File: src/sv/sds_pkg.sv
`default_nettype none

package sds_pkg;

   typedef struct packed {
      logic valid;
      logic negate;
      logic num_zero;
      logic den_zero;
   } sds_ctrl_type;

endpackage

`default_nettype wire

File: src/sv/sds_div_stage.sv
`default_nettype none

module sds_div_stage #(
   parameter int DATA_WIDTH = 32
) (
   input  wire logic                         clock,
   input  wire logic                         reset,
   input  wire logic                         advance,
   input  wire sds_pkg::sds_ctrl_type        ctrl_in,
   input  wire logic [DATA_WIDTH-1:0]        rem_in,
   input  wire logic [DATA_WIDTH-1:0]        work_in,
   input  wire logic [DATA_WIDTH-1:0]        den_in,
   output sds_pkg::sds_ctrl_type             ctrl_out,
   output logic [DATA_WIDTH-1:0]             rem_out,
   output logic [DATA_WIDTH-1:0]             work_out,
   output logic [DATA_WIDTH-1:0]             den_out
);

   logic [DATA_WIDTH:0]   shifted;
   logic [DATA_WIDTH:0]   diff;
   logic                  fits;
   logic [DATA_WIDTH-1:0] rem_in_next;
   logic [DATA_WIDTH-1:0] work_in_next;

   sds_pkg::sds_ctrl_type ctrl_ff;
   logic [DATA_WIDTH-1:0] rem_ff;
   logic [DATA_WIDTH-1:0] work_ff;
   logic [DATA_WIDTH-1:0] den_ff;

   always_comb begin
      shifted      = {rem_in, work_in[DATA_WIDTH-1]};
      diff         = shifted - {1'b0, den_in};
      fits         = ~diff[DATA_WIDTH];
      rem_in_next  = fits ? diff[DATA_WIDTH-1:0] : shifted[DATA_WIDTH-1:0];
      work_in_next = {work_in[DATA_WIDTH-2:0], fits};
   end

   always_ff @(posedge clock) begin
      if (reset) begin
         ctrl_ff <= '0;
      end else if (advance) begin
         ctrl_ff <= ctrl_in;
      end
   end

   always_ff @(posedge clock) begin
      if (advance) begin
         rem_ff  <= rem_in_next;
         work_ff <= work_in_next;
         den_ff  <= den_in;
      end
   end

   assign ctrl_out = ctrl_ff;
   assign rem_out  = rem_ff;
   assign work_out = work_ff;
   assign den_out  = den_ff;

endmodule

`default_nettype wire

File: config.mk
export PLATFORM = sky130hd
export DESIGN_NAME = sds_div_stage
export DESIGN_NICKNAME = d
export VERILOG_FILES = /design/src/sv/sds_pkg.sv /design/src/sv/sds_div_stage.sv
export SDC_FILE = /design/constraint.sdc
export NUM_CORES = 1
export LEC_CHECK = 0
export ABC_AREA = 1
export CAP_MARGIN = 20
export CORE_MARGIN = 2
export CORE_UTILIZATION = 45
export CTS_CLUSTER_DIAMETER = 120
export DETAILED_ROUTE_END_ITERATION = 12
export DONT_BUFFER_PORTS = 1
export SYNTH_ARGS = -nofsm -noshare
export SYNTH_HDL_FRONTEND = slang
export SYNTH_SLANG_ARGS = --single-unit
File: constraint.sdc
create_clock -name clock -period 4.11 [get_ports clock]
set_input_delay 0.6165 -clock clock [delete_from_list [all_inputs] [get_ports clock]]
set_output_delay 0.6165 -clock clock [all_outputs]
set_load 0.02 [all_outputs]
==> impl_metrics.env <==
export IMPL_antenna_cells=0
export IMPL_synthesis_area_um2=6290
export IMPL_ant_nets=0
export IMPL_tightest_slew_ps=394.3
export IMPL_die_w_um=122.2
export IMPL_path_max_fanout=32
export IMPL_clk_latency_ps=350
export IMPL_post_drt_wl_per_cell_um=16.98
export IMPL_syn2layout_area_growth_pct=6.863
export IMPL_grt_busiest_layer="met2"
export IMPL_arrival_ps=2500
export IMPL_synth_area_leaders="edfxtp_1 46%, nand2_1 19%, inv_1 9.2%, ha_1 6.4%, nand2_2 2.5%"
export IMPL_ys_seq_area_share_pct=47.11
export IMPL_setup_worst_path_start="work_in[31]"
export IMPL_use_met3_pct=4.647
export IMPL_htree_levels=3
export IMPL_min_period_over_period_pct=58.19
export IMPL_final_cell_area_um2=6721
export IMPL_start_util_pct=45.67
export IMPL_synth_top_cell_by_area="edfxtp_1"
export IMPL_tritoncts="yes"
export IMPL_min_delay_start="reset"
export IMPL_track_usage_pct=22.06
export IMPL_p_leak_nw=3.454
export IMPL_setup_viol=0
export IMPL_fin_total_pwr_w=0.002766
export IMPL_final_common_cell="nand2_1"
export IMPL_vias=4896
export IMPL_portBuffers=0
export IMPL_fin_tns_setup_ps=0
export IMPL_core_area_um2=13770
export IMPL_ctsHoldBuffers=0
export IMPL_timing_rr_start="ctrl_out[0]"
export IMPL_clkSlewWorstSetupHoldPaths_ps=70
export IMPL_rsz0062_at_grt="no"
export IMPL_cts_resized=0
export IMPL_gr_usage_met1_pct=29.10
export IMPL_synth_edff_count=96
export IMPL_peakVddDrop_v=0.0001835
export IMPL_synthArstFlopShare_pct=0
export IMPL_final_min_clock_period_ps=2391
export IMPL_drt_total_wl_mm=16.74
export IMPL_place_area_um2=6435
export IMPL_fin_ws_ps=1719
export IMPL_die_y_um=122.2
export IMPL_first_pass_iters=5
export IMPL_hold_class="in2reg"
export IMPL_avgSynthCellArea_um2=7.902
export IMPL_drc_errors=0
export IMPL_cts_sinks=100
export IMPL_required_ps=4210
export IMPL_ys_warn_count=0
export IMPL_rows=43
export IMPL_finalHoldViolCount=0
export IMPL_ys_ff_latch=100
export IMPL_slew_headroom_pct=73.51
export IMPL_ys_types=31
export IMPL_cts_buffers=9
export IMPL_synth_main_ff_cell="edfxtp_1"
export IMPL_dieArea_um2=14940
export IMPL_yosys_area_top_type_share_pct=45.83
export IMPL_drv_cap=0
export IMPL_dp_cells=970
export IMPL_drt_iter0_markers=306
export IMPL_fin_cells=986
export IMPL_pin_count=203
export IMPL_mostFrequentLayoutCells="323 x nand2_1, 154 x inv_1, 96 x edfxtp_1"
export IMPL_postCtsSetupBuffers=0
export IMPL_drive_above_1_share_pct=6.824
export IMPL_clock_path_buffers=2
export IMPL_grtUsageMet2_pct=36.46
export IMPL_fmax_mhz=418.2
export IMPL_clk_root_buffer_cell="clkbuf_16"
export IMPL_fin_nets=937
export IMPL_grt_pass1_wl_mm=24.78
export IMPL_antenna_found_initial=0
export IMPL_cp_start_kind="input port"
export IMPL_clock_skew_ps=0
export IMPL_crit_type="in2reg"
export IMPL_cp_end_kind="flip-flop"
export IMPL_dpl_worst_slack_ps=1324
export IMPL_status="complete, no violations"
export IMPL_gp_congestion=0.8371
export IMPL_dp_hpwl_mm=13.45
export IMPL_routed_via_density=4.966
export IMPL_grt_pass1_vias=4615
export IMPL_syn_num_nets=932
export IMPL_slew_viol_final=0
export IMPL_overflow=0
export IMPL_synthCells=796
export IMPL_power_density_nw_per_um2=411.5
export IMPL_grt_max_degree=102
[registers in the layout, summed over array words and instances (netlist names)]
| signal | flops |
|---|---|
| ctrl_out | 4 |
| work_out | 32 |
| den_out | 32 |
| rem_out | 32 |
[metrics by stage]
stage               utilization (%)  hold slack, ps
finish                        48.80           319.0
floorplan                         -           529.8
global placement              46.72           544.7
CTS                           48.80           313.8
detailed placement            46.72           545.7
global route                  48.80           308.4
[cell type report]
class	instances	area, um^2
inverter	160	600.6
sequential	100	2963
clock buffer	10	229.0
fill	1375	7052
clock inverter	6	57.56
tap	180	225.2
multi-input combinational	530	2646
[where the power goes]
group | switching (W) | total (W) | internal (W)
logic | 0.000346 | 0.000513 | 0.000166
clock network | 0.000410 | 0.000834 | 0.000424
registers | 0.000169 | 0.00142 | 0.00125
[kinds of logic after synthesis]
family	share of synthesized area, %
fa+ha+maj	6.684
compound gates	3.382
simple gates	29.92
xor+xnor	2.089
buf+inv	10.82
flops	47.11
[final timing paths]
path	to	slack (ps)	cells past startpoint
max	rem_out[18]	1720	15
min	ctrl_out[3]	320	1
max reg2reg	ctrl_out[0]	3350	2
min reg2reg	ctrl_out[3]	560	2
[critical path: stages]
cell	delay [ps]
inv_1	20
ha_1	210
fa_1	420
inv_1	100
nand2_1	50
nand2_1	70
nand3_1	80
nand2_2	120
nand2_2	60
nand2_2	90
nand2_4	70
nand3_1	110
nand2_4	250
nand2_1	140
nand2_1	70
[cells in the mapped netlist (2+ instances only)]
cell type,count
nand2_1,323
inv_1,154
edfxtp_1,96
nor2_1,38
ha_1,32
nand3_1,30
a21oi_1,27
nand2_2,25
xor2_1,14
nand4_1,8
o21bai_1,7
nor3_1,6
inv_2,5
and2_1,4
buf_6,4
dfxtp_1,4
nand2_4,4
nand3b_1,2
[per-layer routing]
layer  up-vias  part of all wire, %
met5         -                    0
met4         0                  1.4
met3        14                  7.0
met2       187                   46
met1      2226                   45
li1       2469                    -
(Power assumes the default switching activity.)
